## src/rtl/clfl_pkg.sv

```systemverilog
// Package: constants, codes and request/result types of the flash log manager.
`default_nettype none
package clfl_pkg;

  localparam int SECTOR_BYTES     = 4096;
  localparam int ENTRY_BYTES      = 64;
  localparam int SECTOR_COUNT     = 4096;
  localparam int FIRST_LOG_SECTOR = 1;
  localparam int ENTRY_LIMIT      = 262080;
  localparam int PAYLOAD_MAX      = 56;

  localparam int ENTRIES_PER_SECTOR = SECTOR_BYTES / ENTRY_BYTES;
  localparam int LOG_BASE           = FIRST_LOG_SECTOR * SECTOR_BYTES;
  localparam int LOG_AREA           = (SECTOR_COUNT - 1) * SECTOR_BYTES;

  localparam int SLOT_W = 18;
  localparam int ADDR_W = 24;

  // request function codes
  localparam logic [2:0] FN_WRITE   = 3'd0;
  localparam logic [2:0] FN_READ    = 3'd1;
  localparam logic [2:0] FN_TICK    = 3'd2;
  localparam logic [2:0] FN_CLEAR   = 3'd3;
  localparam logic [2:0] FN_RESTORE = 3'd4;

  // flash operation codes
  localparam logic [2:0] OP_ERASE   = 3'd0;
  localparam logic [2:0] OP_PROGRAM = 3'd1;
  localparam logic [2:0] OP_SAVE    = 3'd2;
  localparam logic [2:0] OP_READ    = 3'd3;
  localparam logic [2:0] OP_REJECT  = 3'd4;

  // configuration register indexes
  localparam logic REG_FLASH_PRESENT = 1'b0;

  typedef struct packed {
    logic [2:0]        func;
    logic [7:0]        entry_type;
    logic [7:0]        data_len;
    logic [31:0]       read_index;
    logic [31:0]       tick_ms;
    logic              stored_valid;
    logic [SLOT_W-1:0] stored_write_index;
    logic [31:0]       stored_count;
    logic [31:0]       stored_boots;
  } req_t;

  typedef struct packed {
    logic [2:0]        op;
    logic [ADDR_W-1:0] flash_addr;
    logic [31:0]       stamp;
    logic [7:0]        out_type;
    logic [5:0]        out_len;
    logic [SLOT_W-1:0] saved_index;
    logic [31:0]       saved_count;
    logic [31:0]       saved_boots;
    logic [SLOT_W-1:0] visible_count;
    logic              last;
  } rsp_t;

  // datapath -> controller
  typedef struct packed {
    logic       is_tick;
    logic       is_write;
    logic       need_erase;
    logic       need_save;
    logic [2:0] single_op;
  } dp_stat_t;

  // controller -> datapath
  typedef struct packed {
    logic       load;
    logic       emit;
    logic [2:0] op;
    logic       last;
  } ctl_cmd_t;

endpackage
`default_nettype wire

```

## src/rtl/circular_flash_log_manager_unit.sv

```systemverilog
// Top level: circular flash log manager with APB configuration port.
// The first result appears in the cycle after the request is accepted; results follow
// back to back. Write: 1 to 3 results; read, clear, restore and rejects: 1; ticks: none.
// A new request is taken only once the results of the last one are out; ticks can be
// taken one per cycle. The controller steps one flash op a cycle.
// Reset clears the log state and flash_present; no clearing pass is needed.
// Results are strobed for one cycle and cannot be stalled by the receiver.
`default_nettype none
module circular_flash_log_manager_unit import clfl_pkg::*; (
  input  wire logic        clk_i,
  input  wire logic        rst_ni,
  input  wire logic        start,
  output logic             busy,
  input  wire req_t        req_i,
  output logic             result_valid_o,
  output rsp_t             result_o,
  input  wire logic        psel,
  input  wire logic        penable,
  input  wire logic        pwrite,
  input  wire logic [2:0]  paddr,
  input  wire logic [31:0] pwdata,
  output logic [31:0]      prdata,
  output logic             pready
);

  logic     flash_present_q;
  logic     reg_sel;
  dp_stat_t stat;
  ctl_cmd_t cmd;

  assign pready  = 1'b1;
  assign reg_sel = (paddr[2] == REG_FLASH_PRESENT);
  assign prdata  = reg_sel ? {31'd0, flash_present_q} : 32'd0;

  always_ff @(posedge clk_i or negedge rst_ni) begin
    if (!rst_ni) begin
      flash_present_q <= 1'b0;
    end else if (psel && penable && pwrite && pready && reg_sel) begin
      flash_present_q <= pwdata[0];
    end
  end

  clfl_ctrl u_ctrl (
    .clk_i  (clk_i),
    .rst_ni (rst_ni),
    .start_i(start),
    .stat_i (stat),
    .busy_o (busy),
    .cmd_o  (cmd)
  );

  clfl_datapath u_datapath (
    .clk_i          (clk_i),
    .rst_ni         (rst_ni),
    .flash_present_i(flash_present_q),
    .req_i          (req_i),
    .cmd_i          (cmd),
    .stat_o         (stat),
    .rsp_o          (result_o)
  );

  assign result_valid_o = cmd.emit;

endmodule
`default_nettype wire

```

## src/rtl/clfl_ctrl.sv

```systemverilog
// Controller: sequences the flash operations that each request emits.
`default_nettype none
module clfl_ctrl import clfl_pkg::*; (
  input  wire logic     clk_i,
  input  wire logic     rst_ni,
  input  wire logic     start_i,
  input  wire dp_stat_t stat_i,
  output logic          busy_o,
  output ctl_cmd_t      cmd_o
);

  localparam logic [2:0] ST_IDLE  = 3'd0;
  localparam logic [2:0] ST_ERASE = 3'd1;
  localparam logic [2:0] ST_PROG  = 3'd2;
  localparam logic [2:0] ST_SAVE  = 3'd3;
  localparam logic [2:0] ST_ONE   = 3'd4;

  logic [2:0] state_q, state_d;
  logic       save_q, save_d;
  logic [2:0] op_q, op_d;
  logic       accept;

  assign busy_o = (state_q != ST_IDLE);
  assign accept = start_i && !busy_o;

  always_comb begin
    state_d = state_q;
    save_d  = save_q;
    op_d    = op_q;
    unique case (state_q)
      ST_IDLE: begin
        if (accept) begin
          save_d = stat_i.need_save;
          op_d   = stat_i.single_op;
          if (stat_i.is_tick) begin
            state_d = ST_IDLE;
          end else if (stat_i.is_write) begin
            state_d = stat_i.need_erase ? ST_ERASE : ST_PROG;
          end else begin
            state_d = ST_ONE;
          end
        end
      end
      ST_ERASE: state_d = ST_PROG;
      ST_PROG:  state_d = save_q ? ST_SAVE : ST_IDLE;
      ST_SAVE:  state_d = ST_IDLE;
      ST_ONE:   state_d = ST_IDLE;
      default:  state_d = ST_IDLE;
    endcase
  end

  always_comb begin
    cmd_o.load = accept;
    cmd_o.emit = busy_o;
    cmd_o.op   = OP_REJECT;
    cmd_o.last = 1'b0;
    unique case (state_q)
      ST_ERASE: cmd_o.op = OP_ERASE;
      ST_PROG: begin
        cmd_o.op   = OP_PROGRAM;
        cmd_o.last = !save_q;
      end
      ST_SAVE: begin
        cmd_o.op   = OP_SAVE;
        cmd_o.last = 1'b1;
      end
      ST_ONE: begin
        cmd_o.op   = op_q;
        cmd_o.last = 1'b1;
      end
      default: cmd_o.op = OP_REJECT;
    endcase
  end

  always_ff @(posedge clk_i or negedge rst_ni) begin
    if (!rst_ni) begin
      state_q <= ST_IDLE;
      save_q  <= 1'b0;
      op_q    <= OP_REJECT;
    end else begin
      state_q <= state_d;
      save_q  <= save_d;
      op_q    <= op_d;
    end
  end

  // an erase is always followed by its program
  a_erase_then_prog: assert property (@(posedge clk_i) disable iff (!rst_ni)
    state_q == ST_ERASE |=> state_q == ST_PROG)
    else $error("erase not followed by program");

  // the final result of a request frees the block
  a_last_frees: assert property (@(posedge clk_i) disable iff (!rst_ni)
    cmd_o.emit && cmd_o.last |=> state_q == ST_IDLE)
    else $error("block still busy after final result");

  // a tick produces no result
  a_tick_silent: assert property (@(posedge clk_i) disable iff (!rst_ni)
    accept && stat_i.is_tick |=> !cmd_o.emit)
    else $error("tick produced a result");

endmodule
`default_nettype wire

```

## src/rtl/clfl_datapath.sv

```systemverilog
// Datapath: log state registers, address arithmetic and result formatting.
`default_nettype none
module clfl_datapath import clfl_pkg::*; (
  input  wire logic     clk_i,
  input  wire logic     rst_ni,
  input  wire logic     flash_present_i,
  input  wire req_t     req_i,
  input  wire ctl_cmd_t cmd_i,
  output dp_stat_t      stat_o,
  output rsp_t          rsp_o
);

  localparam logic [ADDR_W-1:0] BaseA   = ADDR_W'(LOG_BASE);
  localparam logic [ADDR_W-1:0] AreaA   = ADDR_W'(LOG_AREA);
  localparam logic [ADDR_W-1:0] EntryA  = ADDR_W'(ENTRY_BYTES);
  localparam logic [ADDR_W-1:0] SecMask = ADDR_W'(SECTOR_BYTES - 1);
  localparam logic [SLOT_W-1:0] LimitS  = SLOT_W'(ENTRY_LIMIT);
  localparam logic [31:0]       Limit32 = 32'(ENTRY_LIMIT);
  localparam logic [31:0]       EpsMask = 32'(ENTRIES_PER_SECTOR - 1);
  localparam logic [7:0]        LenMax  = 8'(PAYLOAD_MAX);

  logic [SLOT_W-1:0] next_slot_q;
  logic [31:0]       total_q, boots_q, time_q;
  logic [ADDR_W-1:0] addr_q;
  logic [31:0]       stamp_q;
  logic [7:0]        type_q;
  logic [5:0]        len_q;

  logic              wrapped;
  logic [SLOT_W-1:0] visible;
  logic              fn_ok;
  logic [ADDR_W-1:0] off_raw, off, wr_addr;
  logic [SLOT_W-1:0] slot_inc, slot_wr;
  logic [31:0]       total_inc;
  logic              rd_ok;
  logic [SLOT_W:0]   rd_sum;
  logic [SLOT_W-1:0] rd_wrap, rd_slot;
  logic [ADDR_W-1:0] rd_addr;
  logic [5:0]        len_clamp;
  logic [SLOT_W-1:0] restore_slot;

  assign wrapped = total_q > Limit32;
  assign visible = wrapped ? LimitS : total_q[SLOT_W-1:0];
  assign fn_ok   = flash_present_i &&
                   (req_i.func == FN_WRITE || req_i.func == FN_READ ||
                    req_i.func == FN_CLEAR || req_i.func == FN_RESTORE);

  // write address: slot offset folded into the log area
  assign off_raw   = ADDR_W'(next_slot_q) * EntryA;
  assign off       = (off_raw >= AreaA) ? off_raw - AreaA : off_raw;
  assign wr_addr   = BaseA + off;
  assign slot_inc  = next_slot_q + SLOT_W'(1);
  assign slot_wr   = (slot_inc >= LimitS) ? '0 : slot_inc;
  assign total_inc = total_q + 32'd1;

  // read address: oldest entry sits at next_slot once the ring has wrapped
  assign rd_ok   = req_i.read_index < {{(32-SLOT_W){1'b0}}, visible};
  assign rd_sum  = {1'b0, next_slot_q} + {1'b0, req_i.read_index[SLOT_W-1:0]};
  assign rd_wrap = (rd_sum >= {1'b0, LimitS}) ? SLOT_W'(rd_sum - {1'b0, LimitS})
                                              : rd_sum[SLOT_W-1:0];
  assign rd_slot = wrapped ? rd_wrap : req_i.read_index[SLOT_W-1:0];
  assign rd_addr = BaseA + ADDR_W'(rd_slot) * EntryA;

  assign len_clamp    = (req_i.data_len > LenMax) ? LenMax[5:0] : req_i.data_len[5:0];
  assign restore_slot = (req_i.stored_write_index >= LimitS) ? '0
                                                             : req_i.stored_write_index;

  always_comb begin
    stat_o.is_tick    = (req_i.func == FN_TICK);
    stat_o.is_write   = fn_ok && (req_i.func == FN_WRITE);
    stat_o.need_erase = (off & SecMask) == '0;
    stat_o.need_save  = (total_inc & EpsMask) == '0;
    stat_o.single_op  = OP_REJECT;
    if (fn_ok) begin
      if (req_i.func == FN_READ) begin
        stat_o.single_op = rd_ok ? OP_READ : OP_REJECT;
      end else begin
        stat_o.single_op = OP_SAVE;
      end
    end
  end

  always_ff @(posedge clk_i or negedge rst_ni) begin
    if (!rst_ni) begin
      next_slot_q <= '0;
      total_q     <= '0;
      boots_q     <= '0;
      time_q      <= '0;
    end else if (cmd_i.load) begin
      if (req_i.func == FN_TICK) begin
        time_q <= time_q + req_i.tick_ms;
      end else if (fn_ok) begin
        priority if (req_i.func == FN_WRITE) begin
          next_slot_q <= slot_wr;
          total_q     <= total_inc;
        end else if (req_i.func == FN_CLEAR) begin
          next_slot_q <= '0;
          total_q     <= '0;
        end else if (req_i.func == FN_RESTORE) begin
          if (req_i.stored_valid) begin
            next_slot_q <= restore_slot;
            total_q     <= req_i.stored_count;
            boots_q     <= req_i.stored_boots + 32'd1;
          end else begin
            next_slot_q <= '0;
            total_q     <= '0;
            boots_q     <= 32'd1;
          end
        end else begin
          next_slot_q <= next_slot_q;
        end
      end
    end
  end

  // request payload, captured at accept
  always_ff @(posedge clk_i) begin
    if (cmd_i.load) begin
      addr_q  <= (req_i.func == FN_READ) ? rd_addr : wr_addr;
      stamp_q <= time_q;
      type_q  <= req_i.entry_type;
      len_q   <= len_clamp;
    end
  end

  always_comb begin
    rsp_o               = '0;
    rsp_o.op            = cmd_i.op;
    rsp_o.visible_count = visible;
    rsp_o.last          = cmd_i.last;
    unique case (cmd_i.op)
      OP_ERASE, OP_READ: rsp_o.flash_addr = addr_q;
      OP_PROGRAM: begin
        rsp_o.flash_addr = addr_q;
        rsp_o.stamp      = stamp_q;
        rsp_o.out_type   = type_q;
        rsp_o.out_len    = len_q;
      end
      OP_SAVE: begin
        rsp_o.saved_index = next_slot_q;
        rsp_o.saved_count = total_q;
        rsp_o.saved_boots = boots_q;
      end
      default: rsp_o.flash_addr = '0;
    endcase
  end

  a_slot_in_ring: assert property (@(posedge clk_i) disable iff (!rst_ni)
    next_slot_q < LimitS)
    else $error("write index outside the ring");

  a_slot_steps: assert property (@(posedge clk_i) disable iff (!rst_ni)
    cmd_i.load && stat_o.is_write |=> next_slot_q == $past(slot_wr))
    else $error("write index did not advance");

endmodule
`default_nettype wire

```

## config.mk

```make
export PLATFORM = sky130hd
export DESIGN_NAME = circular_flash_log_manager_unit
export DESIGN_NICKNAME = d
export VERILOG_FILES = /design/src/rtl/clfl_pkg.sv /design/src/rtl/circular_flash_log_manager_unit.sv /design/src/rtl/clfl_ctrl.sv /design/src/rtl/clfl_datapath.sv
export SDC_FILE = /design/constraint.sdc
export NUM_CORES = 1
export LEC_CHECK = 0
export BUFFER_PORTS_ARGS = -buffer_cell sky130_fd_sc_hd__buf_4
export CORE_MARGIN = 2
export CORE_UTILIZATION = 45
export DETAILED_ROUTE_END_ITERATION = 8
export PLACE_DENSITY = 0.71
export SYNTH_ARGS = -nofsm -noshare
export SYNTH_HDL_FRONTEND = slang
export SYNTH_SLANG_ARGS = --single-unit
```

## constraint.sdc

```tcl
create_clock -name clk_i -period 5.62 [get_ports clk_i]
set_input_delay 0.843 -clock clk_i [delete_from_list [all_inputs] [get_ports clk_i]]
set_output_delay 0.843 -clock clk_i [all_outputs]
set_load 0.1 [all_outputs]
```

# == Yosys cells after proc, flatten, opt, wreduce, memory -nomap -nowiden ==
# Cells that the tools add are included.
# word_totals
ff_bits,192
word_cells,99
inputBits,207
mem_bits_rw,0
rom_bits,0
latch_bits,0
out_inout_bits,209
n_memories,0
# classes
magnitude_cmp,7
eq_ne,12
n_mul,0
bitwise,4
n_mux,31
shift,0
add_sub_neg,9
reduce_logical,24
div_mod_pow,0
# ops
cell,n
$mux W18,9
$mux W32,5
$mux W82,1
$mux W24,3
$add A32 B1 Y32 const B,2
$add A13 B24 Y24 const A,2
$mux W46,1
$ge A18 B18 Y1 const B,2
$add A32 B32 Y32,1
$gt A32 B18 Y1 const B,1
$logic_not A32 Y1,1
$lt A32 B18 Y1,1
$ge A24 B24 Y1 const B,1
$logic_not A24 Y1,1
$sub A24 B24 Y24 const B,1
$add A18 B18 Y19,1
$ge A19 B18 Y1 const B,1
$add A18 B1 Y18 const B,1
$eq A3 B2 Y1 const B,6
$mux W3,6
$sub A18 B18 Y18 const B,1
$pmux W3 S4,1
$eq A3 B1 Y1 const B,3
$logic_not A3 Y1,3
other kinds (17),32

# == Logic depth before layout (Yosys ltp) ==
# depth
word_depth,10
mapped_depth,19
mapped_depth_nobuf,19

# == Cells and area by module ==
# A second synthesis with hierarchy kept.
# unflattened
hier_cells,1644
area_unflattened_um2,14044.7
# by_module_without_submodules
mod,seq_area_each_um2,area_each_um2,cells_each,instances
clfl_datapath,4774.6,13327.8,1570,1
clfl_ctrl,176.4,415.4,36,1
circular_flash_log_manager_unit,25.0,301.5,38,1

# == Worst setup path before layout ==
# Ideal clock, no wire load.
# synth_path
path_kind,register to output
start,register u_ctrl.state_q[2]
end,output port result_o[57] in the netlist's numbering
required_ns,4.777
t_arrival_ns,4.547
stages_incl_launch_ff,6
n_path_buf,2
setup_slack_ns,0.230
path_cell_list,dfrtp_1 -> clkbuf_1 -> nand2b_1 -> a21oi_1 -> clkbuf_1 -> nor4_1
# synth_lines
element,line,rtl
"start, declared",clfl_ctrl.sv:18,"logic [2:0] state_q, state_d;"
"start signal, assigned",clfl_ctrl.sv:81,state_q <= state_d;
"end, declared",circular_flash_log_manager_unit.sv:16,"output rsp_t result_o,"

# == Worst setup path after layout ==
# layout_path
start,input port req_i[117] in the netlist's numbering
end,"register u_datapath.addr_q[22], data pin"
# layout_between
elab_chain_cells,6
word_cells_on_any_way,7
cone_classes,add/sub (3); order compare (1); mux (3)
# layout_rtl
element,line,rtl
"start, declared",circular_flash_log_manager_unit.sv:14,"input wire req_t req_i,"
$add A18 B18 Y19,clfl_datapath.sv:58,"assign rd_sum = {1'b0, next_slot_q} + {1'b0, req_i.read_index[SLOT_W-1:0]};"
$sub A18 B18 Y18 / $ge A19 B18 Y1 (equally long branches),clfl_datapath.sv:59,"assign rd_wrap = (rd_sum >= {1'b0, LimitS}) ? SLOT_W'(rd_sum - {1'b0, LimitS})"
$mux W18,clfl_datapath.sv:59,
$mux W18 (*),clfl_datapath.sv:61,assign rd_slot = wrapped ? rd_wrap : req_i.read_index[SLOT_W-1:0];
$add A13 B24 Y24 (*),clfl_datapath.sv:62,assign rd_addr = BaseA + ADDR_W'(rd_slot) * EntryA;
$mux W24 (*),clfl_datapath.sv:119,addr_q <= (req_i.func == FN_READ) ? rd_addr : wr_addr;
"end signal, assigned",clfl_datapath.sv:119,
"end, declared",clfl_datapath.sv:24,logic [ADDR_W-1:0] addr_q;
# Mark *: on every way between the ends. The rest lies on a longest branch, timed or not.
# A chain may end at the register's enable or synchronous reset.

==> impl_metrics.tcl <==
set metrics [dict create \
    grt_remaining_overflow 0 \
    timing_max_transition_violations_final 0 \
    setup.worst_path.class "in -> reg" \
    area_overhead_of_the_layout_relative_to_synthesis_pct 24.5 \
    synth-warning-count 0 \
    hold_viol_final 0 \
    htree_levels 4 \
    timing.critical_path.to_type "flop" \
    wl_mm 46.6 \
    fmaxAchievable_mhz 202 \
    synthesis.area_per_instance_um2 8.34 \
    post-route-worst-setup-slack_ns 0.669 \
    setup.worst_path.start_class "input port" \
    wire_length_of_the_first_global_routing_pass_mm 72.3 \
    design.final.nets 2285 \
    worstHoldPathCells 0 \
    hold_start "u_datapath.time_q[18]" \
    crit_path_top_delay_cell "a2111o_1" \
    post-cts-setup-buffers 0 \
    synth_flop_cell "dfrtp_1" \
    clock_tree_root_buffer_cell "clkbuf_16" \
    slowest_delay_ns 0.51 \
    drt_iter0_markers 1107 \
    timing.rr.end "u_datapath.addr_q[22]" \
    clk_transition_reported_paths_ns 0.07 \
    dpl-instance-area_um2 17000 \
    cellPowerDensity_nw_per_um2 369 \
    boundaryPins 416 \
    crit_family "compound AO/OA/AOI/OAI gates" \
    tightestPinTransition_ns 1.05 \
    floorplan.rows 64 \
    sequential_to_total_area_share_from_yosys_stat 0.354 \
    outcome "finished, final reports clean" \
    worst-path-buf-inv 2 \
    floorplan.die.height_um 181 \
    pre_cts_ws_ns 0.217 \
    worstPathArrival_ns 5.15 \
    start_util 0.459 \
    worstRegToRegCells 19 \
    detail_route.wl_per_cell_um 19.3 \
    post_synth_edffs 64 \
    post_synth_instance_area_um2 14100 \
    numClockSinks 186 \
    clock_insertion_delay_worst_skew_ns 0.46 \
    tritoncts "built" \
    grt_start_max_net_pins 72 \
    timing.max_slew.rel_slack 0.297 \
    dp_hpwl_mm 35.9 \
    ir_drop_mv 0.214 \
    place.port_buffers 344 \
    worstHoldPathType "reg -> reg" \
    finClkSkew_ns 0.00961 \
    timing.critical_path.cells "buf_4, ha_1, o21a_1, a2111o_1, a21oi_2, xnor2_1, ha_1, nand4b_1, a2111oi_0, buf_4, a32o_1, nor4b_4, a31oi_2, or3_1, a21oi_1, or2_1, nor4b_4, xor2_1" \
    worstPathRequired_ns 5.82 \
    final_layout_size_suffix_gt1_frac 0.218 \
    groute.usage.overall 0.278 \
    final.min_clock_period_ns 4.95 \
    die_w_um 181 \
    min_to "u_datapath.stamp_q[18]" \
    via_count_of_the_first_global_routing_pass 13100 \
    total_number_of_vias 13800 \
    r2r_setup_slack_ns 0.70 \
    ant_nets 0 \
    setup_viol_count_final 0 \
    routed_via_density 5.74 \
    max-clock-path-buffers 2 \
    hold_buffers 0 \
    ff_to_ff_start "u_datapath.next_slot_q[0]" \
    post_cts.resized_instances 0 \
    min_period_over_period 0.881 \
    fp.dieArea_um2 32700 \
    initial_antenna_violation_count 2 \
    coreArea_um2 30700 \
    rsz_0062_raised_after_global_routing "no" \
    leakagePower_nw 8.08 \
    number_of_cts_inserted_buffers 17 \
    max_cap_violations 0 \
    synthCells 1687 \
    first_pass_detailed_route_iteration_total 7 \
    finalSetupTns_ns 0 \
    filler_cells 2837 \
    stdcell_area_um2 17500 \
    postSynth.asyncResetShare 0.656 \
    routabilityCongestion 0.985 \
    cp_max_fo 5 \
    flop_and_latch_count_out_of_synthesis 186 \
    synth.distinct_cells 85 \
    detail_route.drc_violations 0 \
]
==> synthesized netlist by cell type (all sizes together), types with 17 or more instances <==
library cell / number / area share
dfrtp: 121 / 0.22
nand4: 25 / 0.011
xnor2: 44 / 0.027
o21a: 19 / 0.010
and3: 26 / 0.012
clkbuf: 71 / 0.019
inv: 67 / 0.018
a31oi: 17 / 0.0080
nand3: 51 / 0.019
edfxtp: 64 / 0.14
a21oi: 102 / 0.037
nor3: 39 / 0.015
nand2b: 18 / 0.0080
buf: 43 / 0.022
and2: 142 / 0.063
xor2: 40 / 0.025
nor4: 31 / 0.014
ha: 74 / 0.066
a21o: 32 / 0.017
o21ai: 183 / 0.065
nor2: 108 / 0.029
nand2: 184 / 0.049
==> flip-flops by register name, indices dropped and copies added (netlist names) <==
name                    count
u_datapath.time_q          32
u_datapath.stamp_q         32
u_datapath.type_q           8
u_datapath.total_q         32
flash_present_q             1
u_datapath.boots_q         32
u_datapath.addr_q          18
u_datapath.len_q            6
u_ctrl.op_q                 3
u_ctrl.save_q               1
u_datapath.next_slot_q     18
u_ctrl.state_q              3
==> where the power goes <==
| group | internal (mW) | switching (mW) | total (mW) |
|---|---|---|---|
| Sequential | 1.81 | 0.363 | 2.18 |
| Clock | 0.586 | 0.604 | 1.19 |
| Combinational | 1.13 | 1.96 | 3.09 |
| Total | 3.53 | 2.93 | 6.46 |
==> area by class of cell <==
cell class / count / area [um^2] / share of cell area
antenna: 1 / 2.50 / 0.000143
clock buffer: 18 / 429 / 0.0245
clock inverter: 14 / 131 / 0.00750
inverter: 68 / 255 / 0.0146
multi-input combinational: 1355 / 8420 / 0.481
sequential: 186 / 4980 / 0.284
tap: 396 / 495 / 0.0283
timing repair buffer: 374 / 2810 / 0.160
==> worst max path at each step <==
stage,slack (ns),start,end,cells after the start
after floorplan,0.23,u_ctrl.state_q[2],result_o[57],5
after global placement,0.28,req_i[117],u_datapath.addr_q[22],18
after detailed placement,0.22,req_i[116],u_datapath.addr_q[22],18
after CTS,0.68,req_i[116],u_datapath.addr_q[22],18
after global routing,0.34,u_datapath.next_slot_q[0],u_datapath.addr_q[22],19
final,0.67,req_i[117],u_datapath.addr_q[22],18
==> routing by layer <==
metal | vias up | global-route usage | wire (um)
li1 | 6568 | - | -
met1 | 6591 | 0.356 | 18900
met2 | 589 | 0.456 | 22200
met3 | 96 | 0.0576 | 3700
met4 | 2 | 0.117 | 1790
met5 | - | 0 | 16
==> metrics by stage <==
step,cells,utilization,power (mW),hold slack [ns]
final,2412,0.571,6.46,0.476
after global routing,2412,0.571,6.88,0.493
after CTS,2411,0.571,6.45,0.479
after detailed placement,2379,0.553,5.24,0.462
after global placement,2379,0.553,5.16,0.453
after floorplan,1723,-,4.40,0.441
==> cell usage in the layout (no fill, tap or decap), drive strengths merged, types with 31 or more instances in the layout <==
cell type and n:
nand3 51, and2 142, inv 76, a21oi 102
edfxtp 64, ha 74, dfrtp 121, buf 374
nor3 39, a21o 32, o21ai 183, nand2 184
xor2 40, conb 38, xnor2 44, nor2 108
nor4 31
==> worst register-to-register path, stage by stage (launching register included) <==
cell	delay [ns]
dfrtp_1	0.47
ha_1	0.25
inv_1	0.07
fa_1	0.41
nor2b_1	0.18
o31a_1	0.19
nor2_1	0.07
xnor2_1	0.42
ha_1	0.27
nand4b_1	0.09
a2111oi_0	0.39
buf_4	0.19
a32o_1	0.19
nor4b_4	0.26
a31oi_2	0.14
or3_1	0.37
a21oi_1	0.16
or2_1	0.22
nor4b_4	0.23
xor2_1	0.09
==> kinds of logic (layout without fill, tap and decap cells) <==
kind of cell / count (synthesis) / in the layout / share of synthesized area
compound gates: 456 / 456 / 0.200
simple gates: 682 / 682 / 0.252
buf+inv: 182 / 474 / 0.0594
fa+ha+maj: 76 / 76 / 0.0686
other cells: 2 / 39 / 0.000534
flops: 186 / 186 / 0.354
xor+xnor: 84 / 84 / 0.0523
mux: 19 / 19 / 0.0139
Power figures use the tool's default switching activity.
